$ cat config.mk
export PLATFORM = sky130hd
export DESIGN_NAME = motion_qualified_mode_switch_unit
export DESIGN_NICKNAME = d
export VERILOG_FILES = /design/src/rtl/mqms_pkg.sv /design/src/rtl/mqms_cfg.sv /design/src/rtl/mqms_fsm.sv /design/src/rtl/motion_qualified_mode_switch_unit.sv
export SDC_FILE = /design/constraint.sdc
export NUM_CORES = 1
export LEC_CHECK = 0
export ABC_CLOCK_PERIOD_IN_PS = 4150
export BUFFER_PORTS_ARGS = -buffer_cell sky130_fd_sc_hd__buf_2
export CAP_MARGIN = 20
export CORE_MARGIN = 3
export CORE_UTILIZATION = 35
export DETAILED_ROUTE_END_ITERATION = 8
export HOLD_SLACK_MARGIN = 0.06
export SYNTH_ARGS = -nofsm -noshare
export SYNTH_HDL_FRONTEND = slang
export SYNTH_HIERARCHICAL = 1
export SYNTH_SLANG_ARGS = --single-unit
$ cat constraint.sdc
create_clock -name clk -period 4.15 [get_ports clk]
set_input_delay 0.6225 -clock clk [delete_from_list [all_inputs] [get_ports clk]]
set_output_delay 0.6225 -clock clk [all_outputs]
set_load 0.005 [all_outputs]
$ cat src/rtl/mqms_pkg.sv
`timescale 1ns / 1ps

package mqms_pkg;

    localparam int LINGER_BITS_DEF = 24;
    localparam int CFG_ADDR_W      = 5;
    localparam int CFG_DATA_W      = 32;
    localparam int LINGER_REG_W    = 24;
    localparam int SETTLE_W        = 16;

    localparam logic [SETTLE_W-1:0]     SETTLE_DRIVE_RST = 16'd2000;
    localparam logic [SETTLE_W-1:0]     SETTLE_HOME_RST  = 16'd5000;
    localparam logic [LINGER_REG_W-1:0] LINGER_RST       = 24'd0;

    typedef enum logic [2:0] {
        MS_INIT       = 3'd0,
        MS_WAIT_DRIVE = 3'd1,
        MS_WAIT_HOME  = 3'd2,
        MS_DRIVE      = 3'd3,
        MS_LINGER     = 3'd4,
        MS_HOME       = 3'd5
    } mode_t;

    typedef enum logic [2:0] {
        EV_NONE          = 3'd0,
        EV_ENTER_DRIVE   = 3'd1,
        EV_ENTER_HOME    = 3'd2,
        EV_LEAVE_HOME    = 3'd3,
        EV_DRIVE_TO_HOME = 3'd4
    } event_t;

    typedef enum logic [1:0] {
        MOTION_INVALID    = 2'd0,
        MOTION_STATIONARY = 2'd1,
        MOTION_ACTIVE     = 2'd2
    } motion_t;

    typedef enum logic [1:0] {
        LINK_NONE = 2'd0,
        LINK_BLE  = 2'd1,
        LINK_WIFI = 2'd2
    } link_t;

    typedef enum logic [2:0] {
        REG_SETTLE_DRIVE = 3'd0,
        REG_SETTLE_HOME  = 3'd1,
        REG_LINGER       = 3'd2,
        REG_DRIVE_LINK   = 3'd3,
        REG_CLR_AUTOPID  = 3'd4,
        REG_SET_AUTOPID  = 3'd5
    } reg_idx_t;

    typedef struct packed {
        logic [SETTLE_W-1:0]     settle_drive;
        logic [SETTLE_W-1:0]     settle_home;
        logic [LINGER_REG_W-1:0] linger;
        logic [1:0]              link;
        logic                    clr_autopid;
        logic                    set_autopid;
    } cfg_t;

    typedef struct packed {
        logic [2:0] mode;
        logic       drive;
        logic       home;
        logic       autopid;
        logic [2:0] ev;
    } res_t;

endpackage

$ cat src/rtl/mqms_cfg.sv
`timescale 1ns / 1ps

module mqms_cfg
    import mqms_pkg::*;
(
    input  logic                  clk,
    input  logic                  rst_n,
    input  logic                  psel,
    input  logic                  penable,
    input  logic                  pwrite,
    input  logic [CFG_ADDR_W-1:0] paddr,
    input  logic [CFG_DATA_W-1:0] pwdata,
    output logic [CFG_DATA_W-1:0] prdata,
    output logic                  pready,
    output cfg_t                  cfg
);

    cfg_t     cfg_reg;
    cfg_t     cfg_next;
    reg_idx_t idx;
    logic     wr_en;

    assign pready = 1'b1;
    assign idx    = reg_idx_t'(paddr[CFG_ADDR_W-1:2]);
    assign wr_en  = psel && penable && pwrite;
    assign cfg    = cfg_reg;

    always_comb
    begin
        cfg_next = cfg_reg;
        if (wr_en)
        begin
            unique case (idx)
                REG_SETTLE_DRIVE: cfg_next.settle_drive = pwdata[SETTLE_W-1:0];
                REG_SETTLE_HOME:  cfg_next.settle_home  = pwdata[SETTLE_W-1:0];
                REG_LINGER:       cfg_next.linger       = pwdata[LINGER_REG_W-1:0];
                REG_DRIVE_LINK:   cfg_next.link         = pwdata[1:0];
                REG_CLR_AUTOPID:  cfg_next.clr_autopid  = pwdata[0];
                REG_SET_AUTOPID:  cfg_next.set_autopid  = pwdata[0];
                default:          cfg_next              = cfg_reg;
            endcase
        end
    end

    always_comb
    begin
        unique case (idx)
            REG_SETTLE_DRIVE: prdata = CFG_DATA_W'(cfg_reg.settle_drive);
            REG_SETTLE_HOME:  prdata = CFG_DATA_W'(cfg_reg.settle_home);
            REG_LINGER:       prdata = CFG_DATA_W'(cfg_reg.linger);
            REG_DRIVE_LINK:   prdata = CFG_DATA_W'(cfg_reg.link);
            REG_CLR_AUTOPID:  prdata = CFG_DATA_W'(cfg_reg.clr_autopid);
            REG_SET_AUTOPID:  prdata = CFG_DATA_W'(cfg_reg.set_autopid);
            default:          prdata = '0;
        endcase
    end

    always_ff @(posedge clk or negedge rst_n)
    begin
        if (!rst_n)
        begin
            cfg_reg.settle_drive <= SETTLE_DRIVE_RST;
            cfg_reg.settle_home  <= SETTLE_HOME_RST;
            cfg_reg.linger       <= LINGER_RST;
            cfg_reg.link         <= LINK_NONE;
            cfg_reg.clr_autopid  <= 1'b0;
            cfg_reg.set_autopid  <= 1'b0;
        end
        else
        begin
            cfg_reg <= cfg_next;
        end
    end

endmodule

$ cat src/rtl/mqms_fsm.sv
`timescale 1ns / 1ps

module mqms_fsm
    import mqms_pkg::*;
#(
    parameter int LINGER_BITS = LINGER_BITS_DEF
)
(
    input  logic       clk,
    input  logic       rst_n,
    input  logic       tick,
    input  logic [1:0] motion,
    input  logic       ble,
    input  cfg_t       cfg,
    output res_t       res
);

    localparam logic [31:0] LINGER_MAX = 32'((64'd1 << LINGER_BITS) - 64'd1);

    mode_t                  mode_reg, mode_next;
    logic [SETTLE_W-1:0]    settle_reg, settle_next, settle_dec;
    logic [LINGER_BITS-1:0] linger_reg, linger_next, linger_dec;
    logic                   drive_reg, drive_next;
    logic                   home_reg, home_next;
    logic                   autopid_reg, autopid_next;
    event_t                 ev;
    logic                   valid_motion, active, ble_hold;
    logic                   settle_done, linger_done;
    logic [31:0]            load_raw, load_sat;

    assign valid_motion = (motion == MOTION_STATIONARY) || (motion == MOTION_ACTIVE);
    assign active       = (motion == MOTION_ACTIVE);
    assign ble_hold     = (cfg.link == LINK_BLE) && ble;

    // Timers count down on every tick, whatever the motion class
    assign settle_dec  = (settle_reg != '0) ? settle_reg - 1'b1 : settle_reg;
    assign linger_dec  = (linger_reg != '0) ? linger_reg - 1'b1 : linger_reg;
    assign settle_done = (settle_dec == '0);
    assign linger_done = (linger_dec == '0);

    assign load_raw = (cfg.linger != '0) ? 32'(cfg.linger) : 32'(cfg.settle_home);
    assign load_sat = (load_raw > LINGER_MAX) ? LINGER_MAX : load_raw;

    // Next state
    always_comb
    begin
        mode_next   = mode_reg;
        settle_next = settle_dec;
        linger_next = linger_dec;
        if (valid_motion)
        begin
            unique case (mode_reg)
                MS_INIT:
                begin
                    if (active)
                    begin
                        settle_next = cfg.settle_drive;
                        mode_next   = MS_WAIT_DRIVE;
                    end
                    else
                    begin
                        settle_next = cfg.settle_home;
                        mode_next   = MS_WAIT_HOME;
                    end
                end
                MS_WAIT_DRIVE:
                begin
                    if (!active)
                    begin
                        settle_next = cfg.settle_home;
                        mode_next   = MS_WAIT_HOME;
                    end
                    else if (settle_done)
                    begin
                        mode_next = MS_DRIVE;
                    end
                end
                MS_WAIT_HOME:
                begin
                    if (active)
                    begin
                        settle_next = cfg.settle_drive;
                        mode_next   = MS_WAIT_DRIVE;
                    end
                    else if (settle_done)
                    begin
                        mode_next = MS_HOME;
                    end
                end
                MS_DRIVE:
                begin
                    if (!active && !ble_hold)
                    begin
                        linger_next = load_sat[LINGER_BITS-1:0];
                        mode_next   = MS_LINGER;
                    end
                end
                MS_LINGER:
                begin
                    if (active || ble_hold)
                        mode_next = MS_DRIVE;
                    else if (linger_done)
                        mode_next = MS_HOME;
                end
                MS_HOME:
                begin
                    if (active)
                    begin
                        settle_next = cfg.settle_drive;
                        mode_next   = MS_WAIT_DRIVE;
                    end
                end
                default:
                    mode_next = MS_INIT;
            endcase
        end
    end

    // Flags and event follow the transition taken
    always_comb
    begin
        drive_next   = drive_reg;
        home_next    = home_reg;
        autopid_next = autopid_reg;
        ev           = EV_NONE;
        if (valid_motion)
        begin
            unique case (mode_reg)
                MS_WAIT_DRIVE:
                begin
                    if (active && settle_done)
                    begin
                        drive_next = 1'b1;
                        home_next  = 1'b0;
                        if (cfg.clr_autopid)
                            autopid_next = 1'b0;
                        ev = EV_ENTER_DRIVE;
                    end
                end
                MS_WAIT_HOME:
                begin
                    if (!active && settle_done)
                    begin
                        home_next  = 1'b1;
                        drive_next = 1'b0;
                        if (cfg.set_autopid)
                            autopid_next = 1'b1;
                        ev = EV_ENTER_HOME;
                    end
                end
                MS_LINGER:
                begin
                    if (!active && !ble_hold && linger_done)
                    begin
                        home_next  = 1'b1;
                        drive_next = 1'b0;
                        if (cfg.set_autopid)
                            autopid_next = 1'b1;
                        ev = EV_DRIVE_TO_HOME;
                    end
                end
                MS_HOME:
                begin
                    if (active)
                    begin
                        home_next = 1'b0;
                        ev        = EV_LEAVE_HOME;
                    end
                end
                default:
                    ev = EV_NONE;
            endcase
        end
    end

    assign res.mode    = mode_next;
    assign res.drive   = drive_next;
    assign res.home    = home_next;
    assign res.autopid = autopid_next;
    assign res.ev      = ev;

    always_ff @(posedge clk or negedge rst_n)
    begin
        if (!rst_n)
        begin
            mode_reg    <= MS_INIT;
            settle_reg  <= '0;
            linger_reg  <= '0;
            drive_reg   <= 1'b0;
            home_reg    <= 1'b1;
            autopid_reg <= 1'b0;
        end
        else if (tick)
        begin
            mode_reg    <= mode_next;
            settle_reg  <= settle_next;
            linger_reg  <= linger_next;
            drive_reg   <= drive_next;
            home_reg    <= home_next;
            autopid_reg <= autopid_next;
        end
    end

endmodule

$ cat src/rtl/motion_qualified_mode_switch_unit.sv
`timescale 1ns / 1ps

// Home/drive mode selector: one request is one evaluation tick carrying the
// motion class and the BLE link flag, and yields one result with the mode,
// the three status flags and the transition event. A request is registered,
// evaluated against the state and its result registered; a new request is
// taken every cycle unless the output stalls, and the state update (two
// down-counters and the six-state machine) lands with the result. The settle
// and linger timers count ticks, not clock cycles. Registers must be written
// over the APB port while no request is in flight; the block does not check.

module motion_qualified_mode_switch_unit
    import mqms_pkg::*;
#(
    parameter int LINGER_BITS = LINGER_BITS_DEF
)
(
    input  logic                  clk,
    input  logic                  rst_n,
    input  logic                  in_valid,
    output logic                  in_stall,
    input  logic [1:0]            motion,
    input  logic                  ble_connected,
    output logic                  out_valid,
    input  logic                  out_stall,
    output logic [2:0]            mode,
    output logic                  drive_flag,
    output logic                  home_flag,
    output logic                  autopid_flag,
    output logic [2:0]            event_res,
    input  logic                  psel,
    input  logic                  penable,
    input  logic                  pwrite,
    input  logic [CFG_ADDR_W-1:0] paddr,
    input  logic [CFG_DATA_W-1:0] pwdata,
    output logic [CFG_DATA_W-1:0] prdata,
    output logic                  pready
);

    cfg_t       cfg;
    res_t       res;
    res_t       res_reg;
    logic       in_valid_reg, in_valid_next;
    logic       out_valid_reg, out_valid_next;
    logic [1:0] motion_reg;
    logic       ble_reg;
    logic       advance, accept, tick;

    assign advance  = !out_valid_reg || !out_stall;
    assign in_stall = in_valid_reg && !advance;
    assign accept   = in_valid && !in_stall;
    assign tick     = in_valid_reg && advance;

    assign in_valid_next  = accept ? 1'b1 : (advance ? 1'b0 : in_valid_reg);
    assign out_valid_next = advance ? in_valid_reg : out_valid_reg;

    mqms_cfg u_cfg (
        .clk     (clk),
        .rst_n   (rst_n),
        .psel    (psel),
        .penable (penable),
        .pwrite  (pwrite),
        .paddr   (paddr),
        .pwdata  (pwdata),
        .prdata  (prdata),
        .pready  (pready),
        .cfg     (cfg)
    );

    mqms_fsm #(
        .LINGER_BITS (LINGER_BITS)
    ) u_fsm (
        .clk    (clk),
        .rst_n  (rst_n),
        .tick   (tick),
        .motion (motion_reg),
        .ble    (ble_reg),
        .cfg    (cfg),
        .res    (res)
    );

    always_ff @(posedge clk or negedge rst_n)
    begin
        if (!rst_n)
        begin
            in_valid_reg  <= 1'b0;
            out_valid_reg <= 1'b0;
        end
        else
        begin
            in_valid_reg  <= in_valid_next;
            out_valid_reg <= out_valid_next;
        end
    end

    always_ff @(posedge clk)
    begin
        if (accept)
        begin
            motion_reg <= motion;
            ble_reg    <= ble_connected;
        end
        if (tick)
            res_reg <= res;
    end

    assign out_valid    = out_valid_reg;
    assign mode         = res_reg.mode;
    assign drive_flag   = res_reg.drive;
    assign home_flag    = res_reg.home;
    assign autopid_flag = res_reg.autopid;
    assign event_res    = res_reg.ev;

endmodule

# After elaboration in Yosys (flattened, before gate mapping)
# Index checks and enable logic that the tools add are counted.
# totals
ff_bits,120
word_cells,120
# op_classes
add_sub_neg,2
n_lt_le_gt_ge,1
n_eq_ne,13
mux,49
n_reduce_logical,34
# ops
cell,count
24-bit 2-to-1 mux,6
24-bit one-hot mux with 6 select lines,1
16-bit 2-to-1 mux,5
16-bit one-hot mux with 3 select lines,1
24-bit nonzero test,2
"32-bit by 24-bit greater-than comparator with 1-bit output, second input constant",1
3-bit 2-to-1 mux,10
24-bit zero test,1
"24-bit by 1-bit subtractor with 24-bit output, second input constant",1
1-bit 2-to-1 mux,18
3-bit one-hot mux with 6 select lines,1
16-bit zero test,1
16-bit nonzero test,1
"16-bit by 1-bit subtractor with 16-bit output, second input constant",1
"3-bit by 2-bit == test with 1-bit output, second input constant",4
"3-bit == test, second input constant",4
3-bit one-hot mux with 4 select lines,1
2-bit AND reduction,6
1-bit logical AND,10
"3-bit by 1-bit == test with 1-bit output, second input constant",2
1-bit zero test,6
3-bit zero test,2
2-bit 2-to-1 mux,3
1-bit one-hot mux with 3 select lines,2
6 further kinds,9

# Depth between registers and ports, before layout
# Gate-level depths: netlist of run 1.
# logic_depth
depth_word,8
mapped_depth,12
depth_no_buf,10

# By module
# Netlist of run 1, hierarchy kept.
# by_module_without_submodules
mod,n_inst,cells_per_inst,area_per_inst_um2,seq_area_each_um2
mqms_fsm,1,604,4475.5,1152.4
mqms_cfg,1,230,2940.3,1515.2
motion_qualified_mode_switch_unit,1,20,452.9,410.4

# Worst setup path before layout of run 1
# OpenSTA, ideal clock, no wires.
# synth_timing
path_type,flip-flop to flip-flop
startpoint,register u_fsm.settle_reg[0]
endpoint,"register res_reg (netlist bit drive_flag), data pin"
setup_ns,0.251
arrival_ns,3.050
path_slack_ns,0.849
stages_incl_launch_ff,12
n_path_buf,1
synth_period_minus_slack_ns,3.301
path_cell_list,dfrtp_1 inv_1 ha_1 or4b_4 nand4bb_4 a2111oi_0 o2111ai_1 nor4_4 nor3b_1 o211a_2 a21oi_1 buf_4
# synth_via
elab_chain_cells,7
word_cells_on_any_way,10
cone_classes,add/sub: 1; mux: 5; reduce/logical: 4
# synth_rtl
item,line_no,rtl
start: declaration,mqms_fsm.sv:21,"logic [SETTLE_W-1:0] settle_reg, settle_next, settle_dec;"
start signal: assignment,mqms_fsm.sv:196,settle_reg <= settle_next;
16-bit by 1-bit subtractor with 16-bit output or 16-bit nonzero test (tied branches),mqms_fsm.sv:36,assign settle_dec = (settle_reg != '0) ? settle_reg - 1'b1 : settle_reg;
16-bit 2-to-1 mux (*),mqms_fsm.sv:36,
16-bit zero test (*),mqms_fsm.sv:38,assign settle_done = (settle_dec == '0);
1-bit logical AND (on tied branches),"mqms_fsm.sv:142, mqms_fsm.sv:131",
1-bit 2-to-1 mux (on tied branches),"mqms_fsm.sv:142, mqms_fsm.sv:131",
1-bit one-hot mux with 3 select lines (*),mqms_fsm.sv:128,unique case (mode_reg)
1-bit 2-to-1 mux (*),mqms_fsm.sv:126,if (valid_motion)
net u_fsm.drive_next,mqms_fsm.sv:23,"logic drive_reg, drive_next;"
end signal: assignment,motion_qualified_mode_switch_unit.sv:104,res_reg <= res;
end: declaration,motion_qualified_mode_switch_unit.sv:42,res_t res_reg;
# Mark *: on every way through the listed nets, which the timed path passes. The rest lies on a longest branch.
# A chain may end at the register's enable or synchronous reset.

==> results.cfg, run 1 <==
[setup_path]
path_class = reg -> reg
critPathCaptureType = flop
worstPathRequired_ns = 4.32
rr_startpoint = u_fsm/settle_reg[0]
cp_data_arrival_time_ns = 3.86
r2r_cells = 10
worstReg2RegEnd = mode[1]
reg2reg_slack_ns = 0.46
critPathLaunchType = flop
worstPathMaxFanout = 7

[drt]
totalWireLength_mm = 24.0
vias = 7045
wl_per_cell_um = 20.2
drtPass1Iterations = 5
ant_nets = 0
viasPerCell = 5.94
drc = 0
drtIter0Drc = 729

[logic_synthesis]
ys_dominant_reg_cell = dfrtp_1
syn_avg_cell_area_um2 = 9.21
netlist_instances = 854
yosys_warnings = 6
synth_top_area_cell = dfrtp_1
syn_area_um2 = 7870
synthArstFlopShare_pct = 90.0
yosysSeqAreaShare_pct = 39.1
synth_cell_type_count = 86
synth_top_cell_area_share_pct = 30.5
synth_enable_flop_cells = 12
ys_ff_latch = 120
synth.area.top_cells = dfrtp_1 (31%), mux2_2 (7.9%), a21oi_1 (4.8%), edfxtp_1 (4.6%), dfstp_2 (4.0%)
yosysMostFrequentCell = dfrtp_1
synthTopCellsByCount = dfrtp_1 (96), a21oi_1 (75), o21ai_0 (63), nand2_1 (60), nor2_1 (60)

[sta]
finalCritPeriodShare_pct = 89.0
worst_pin_slew_ns = 1.09
slew_viol_final = 0
final-setup-viol-count = 0
fin_worst_skew_ns = 0.00670
clock.fmax_mhz = 271
rsz0062_at_grt = no
maxSlewHeadroom_pct = 27.4
fin_ws_ns = 0.458
post-route-min-period_ns = 3.69
hold_viol = 0
tns_ns = 0

[grt]
track_usage_pct = 19.7
grt_pass1_vias = 6641
antenna_found_initial = 0
grt_pass1_wl_mm = 38.0
grt_max_degree = 78
overflow = 0

[floorplanning]
row_count = 54
start_util_pct = 35.8
die-area_um2 = 24300
core-area_um2 = 22000
ios = 91
dieWidth_um = 156
die_y_um = 156

[cells_and_area]
multiInputGateArea_um2 = 4420
area.growth.synth_to_final_pct = 14.4
drive_above_1_share_pct = 24.8
final_cells = 1186
seq_area_um2 = 3080
postLayoutCoreUtil_pct = 41.0
fillers = 2169
largest_register_ffs = 60
nets = 944
antenna_cells = 0

[place]
placed_cells = 1154
pre_cts_ws_ns = 0.506
dp_hpwl_mm = 17.1
place_congestion = 0.856
portBuffers = 71

[min_path]
hold_class = in -> async

[cts]
path_clk_slew_ns = 0.05
cts_tree = done
cts_buffers = 17
clockBufferDepth = 2
cts_resized = 0
cts_setup_buffers = 0
hold_buffers = 0
clock_sinks = 120
root_buffer = clkbuf_16
htree_levels = 4
worstSkewPairLatency_ns = 0.42

[power_and_ir_drop]
power_mw = 5.73
peakVddDrop_uv = 336
power_density_nw_per_um2 = 637
leakage_nw = 3.76

[job]
cap_violations = 0

[run_status]
status = completed
-- kinds of logic after synthesis --
group                    share of synthesized area, %
AO/OA/AOI/OAI                                    21.6
other                                          0.0954
adder cells (fa/ha/maj)                         0.636
buffers and inverters                            5.34
AND/OR/NAND/NOR                                  19.2
flip-flops                                       39.1
multiplexers                                     13.5
XOR/XNOR                                        0.557
-- metal layers --
metal | wire length [um] | GRT usage [%]
met5 | 0 | 0
met2 | 10600 | 28.8
met3 | 1400 | 3.74
met4 | 359 | 4.42
met1 | 11600 | 30.1
-- layout by cell type (no fill, tap or decap), types with 10 or more instances in the layout --
master / count
edfxtp_1: 12
nand3_1: 10
dfrtp_1: 96
a21oi_1: 75
clkbuf_16: 18
nand2_1: 60
nand4_1: 11
buf_2: 70
and2_1: 10
o21ai_0: 63
or3_1: 13
or2_2: 15
nor4_1: 23
dfstp_2: 12
mux2i_1: 27
inv_1: 20
nor3_1: 22
o22ai_1: 13
a22o_1: 24
buf_4: 15
mux2_4: 10
nor2_1: 59
mux2_2: 55
-- where the power goes --
group | switching [mW] | total [mW] | internal, mW
combinational | 1.21 | 2.10 | 0.890
clock | 0.549 | 1.55 | 0.999
sequential | 0.564 | 2.08 | 1.52
-- layout make-up --
| type | instances | share of cell area (%) |
|---|---|---|
| clock buffer | 22 | 5.28 |
| multi-input combinational | 649 | 49.1 |
| timing repair buffer | 85 | 5.14 |
| inverter | 20 | 0.834 |
| sequential | 120 | 34.2 |
| tap | 280 | 3.89 |
| clock inverter | 10 | 1.57 |
-- stage by stage --
| step | area (um2) | hold slack [ns] |
|---|---|---|
| floorplan | 7900 | 0.327 |
| global placement | 8380 | 0.484 |
| detailed placement | 8380 | 0.494 |
| CTS | 9000 | 0.364 |
| global route | 9000 | 0.359 |
| finish | 9000 | 0.335 |
-- worst max-delay path: stages (launching register included) --
cell       delay [ns]
dfrtp_1          0.41
inv_1            0.13
ha_1             0.29
or4b_4           0.53
nand4bb_4        0.31
a2111oi_0        0.46
o2111ai_1        0.31
nor3_4           0.39
mux2i_1          0.22
o32ai_1          0.10
mux2_2           0.29
-- how the worst max path moves through the flow --
stage | from | end | slack, ns | depth (start not counted)
after global routing | u_fsm/settle_reg[0] | mode[1] | 0.20 | 10
after floorplan | u_fsm/settle_reg[0] | drive_flag | 0.85 | 11
after global placement | u_fsm/settle_reg[0] | mode[1] | 0.59 | 10
final | u_fsm/settle_reg[0] | mode[1] | 0.46 | 10
after detailed placement | u_fsm/settle_reg[0] | mode[1] | 0.51 | 10
after CTS | u_fsm/settle_reg[0] | mode[1] | 0.48 | 10
Power figures use the tool's default switching activity.
==> inputs of run 2 (changes only) <==
- CORE_MARGIN: 3 -> 4
- SYNTH_HIERARCHICAL: 1 -> unset
==> run 2 against run 1 <==
Effect of this change:
- total power up 1.7%
- synthesized area up 0.30%
- wire length is 1.7% higher
- clock power up 6%
- global-route usage rose by 0.054 points
- register-to-register slack better by 0.34 ns
- die area is 2.9% higher
- non-clock buffer count up 11
- combinational power barely moved
- critical path type unchanged
==> results.cfg, run 2 <==
[setup_path]
critPathLaunchType = flop
critPathCaptureType = flop
worstPathMaxFanout = 10
r2r_cells = 10
path_class = reg -> reg
rr_startpoint = u_fsm.settle_reg[0]
slowest_stage = or4b_4
crit_family = simple AND/OR/NAND/NOR gates
path_buf_inv = 1
cp_data_arrival_time_ns = 3.52
worstPathRequired_ns = 4.32
reg2reg_slack_ns = 0.80
worstReg2RegEnd = mode[1]
crit_cells = 10
path_cells = inv_1 -> ha_1 -> or4b_4 -> o41a_1 -> a31o_1 -> nand4b_4 -> nor3_4 -> nor4_1 -> a211o_1 -> mux2_2
slowest_delay_ns = 0.52

[logic_synthesis]
synth_cell_type_count = 78
netlist_instances = 903
synth_enable_flop_cells = 12
yosysMostFrequentCell = nor2_1
ys_dominant_reg_cell = dfrtp_1
yosysSeqAreaShare_pct = 39.0
synth_top_cell_area_share_pct = 30.4
synthTopCellsByCount = nor2_1 (101), dfrtp_1 (96), a21oi_1 (76), o21ai_0 (76), nand2_1 (65)
syn_area_um2 = 7890
syn_avg_cell_area_um2 = 8.74
ys_ff_latch = 120
yosys_warnings = 0
synth_top_area_cell = dfrtp_1
synth.area.top_cells = dfrtp_1 (30%), mux2_2 (9.1%), a21oi_1 (4.8%), o21ai_0 (4.8%), nor2_1 (4.8%)
synthArstFlopShare_pct = 90.0

[cts]
hold_buffers = 0
cts_tree = done
clockBufferDepth = 2
path_clk_slew_ns = 0.06
worstSkewPairLatency_ns = 0.43
clock_sinks = 120
cts_buffers = 17
cts_setup_buffers = 0
htree_levels = 4
cts_resized = 0
root_buffer = clkbuf_16

[sta]
finalCritPeriodShare_pct = 80.7
rsz0062_at_grt = no
post-route-min-period_ns = 3.35
fin_worst_skew_ns = 0.0153
clock.fmax_mhz = 299
final-setup-viol-count = 0
worst_pin_slew_ns = 0.900
hold_viol = 0
slew_viol_final = 0
tns_ns = 0
maxSlewHeadroom_pct = 39.9

[cells_and_area]
postLayoutCoreUtil_pct = 41.7
design_area_um2 = 9190
final_cells = 1249
area.growth.synth_to_final_pct = 16.5
nets = 1007
fillers = 2223
final_common_cell = nor2_1
drive_above_1_share_pct = 23.2
antenna_cells = 0
final_cell_mix = nor2_1 (101), dfrtp_1 (96), a21oi_1 (76), o21ai_0 (76), buf_2 (70)
largest_register_ffs = 60

[power_and_ir_drop]
leakage_nw = 3.80
power_density_nw_per_um2 = 635
power_mw = 5.83
peakVddDrop_uv = 328

[grt]
overflow = 0
grt_pass1_wl_mm = 38.8
track_usage_pct = 19.8
grt_pass1_vias = 6738
grt_max_degree = 109
antenna_found_initial = 0

[floorplanning]
core-area_um2 = 22000
ios = 91
die_y_um = 158
die-area_um2 = 25000
row_count = 54
start_util_pct = 35.8
dieWidth_um = 158

[drt]
drtIter0Drc = 609
drc = 0
wl_per_cell_um = 19.5
viasPerCell = 5.93
totalWireLength_mm = 24.4
drtPass1Iterations = 5
vias = 7404
ant_nets = 0

[job]
cap_violations = 0

[place]
post_dp_cell_area_um2 = 8530
place_congestion = 0.903
portBuffers = 71
placed_cells = 1216
dp_hpwl_mm = 17.4

[min_path]
hold_class = in -> async

[run_status]
status = completed
run 2: cell count changes after synthesis, moves of 7 or more:
cell / change
mux2_4: -10
nor3_1: +9
mux2i_1: -7
and3_1: +10
mux2_2: +9
o21ai_0: +13
or2_2: -12
nand3_1: +15
a22o_1: -12
nor2_1: +41
run 2: worst max-delay path by stage:
| stage | start | end | slack, ns |
|---|---|---|---|
| 6_report | u_fsm.settle_reg[0] | mode[1] | 0.80 |
| 5_1_grt | u_fsm.linger_reg[0] | home_flag | 0.56 |
| 4_1_cts | u_fsm.settle_reg[0] | mode[1] | 0.81 |
| 3_5_place_dp | u_fsm.settle_reg[0] | mode[1] | 0.83 |
| 3_3_place_gp | u_fsm.settle_reg[0] | mode[1] | 0.86 |
| 2_1_floorplan | u_fsm.settle_reg[0] | mode[1] | 1.12 |
run 2: report_power, final:
group          switching (mW)  internal (mW)  leakage, nW  total [mW]
registers               0.560           1.54         1.46        2.10
logic                    1.22          0.871         2.03        2.09
clock network           0.586           1.06        0.316        1.65
run 2: metal layers:
| layer | GRT usage, % | vias to the layer above | routed length [um] |
|---|---|---|---|
| met1 | 29.3 | 3610 | 11200 |
| met2 | 29.6 | 303 | 11100 |
| met5 | 0 | - | 0 |
| met4 | 6.05 | 0 | 469 |
| met3 | 3.28 | 34 | 1640 |
| li1 | - | 3457 | - |
run 2: worst reg2reg max path: stages, from the launching register on:
cell and delay (ns):
dfrtp_1 0.49, inv_1 0.10, ha_1 0.23, or4b_4 0.52
o41a_1 0.32, a31o_1 0.23, nand4b_4 0.22, nor3_4 0.32
nor4_1 0.08, a211o_1 0.30, mux2_2 0.27
run 2: through the flow:
step,hold slack (ns),setup slack (ns)
global route,0.301,0.563
global placement,0.476,0.859
CTS,0.301,0.809
floorplan,0.327,1.12
finish,0.227,0.801
detailed placement,0.485,0.834
run 2: cell type report:
type                       instances  area (um2)  share of cell area (%)
multi-input combinational        705        4490                    48.9
sequential                       120        3080                    33.5
timing repair buffer              96         558                    6.07
clock buffer                      19         464                    5.05
tap                              280         350                    3.81
clock inverter                    13         190                    2.07
inverter                          16        60.1                   0.653
run 2: logic make-up (layout without fill, tap and decap cells):
logic type,count (synthesis),after routing,share of synthesized area (%)
compound gates,262,262,20.7
xor+xnor,8,8,0.888
fa+ha+maj,4,4,0.634
buf+inv,85,144,4.55
flops,120,120,39.0
mux,85,85,12.0
other cells,2,9,0.0952
simple gates,337,337,22.1
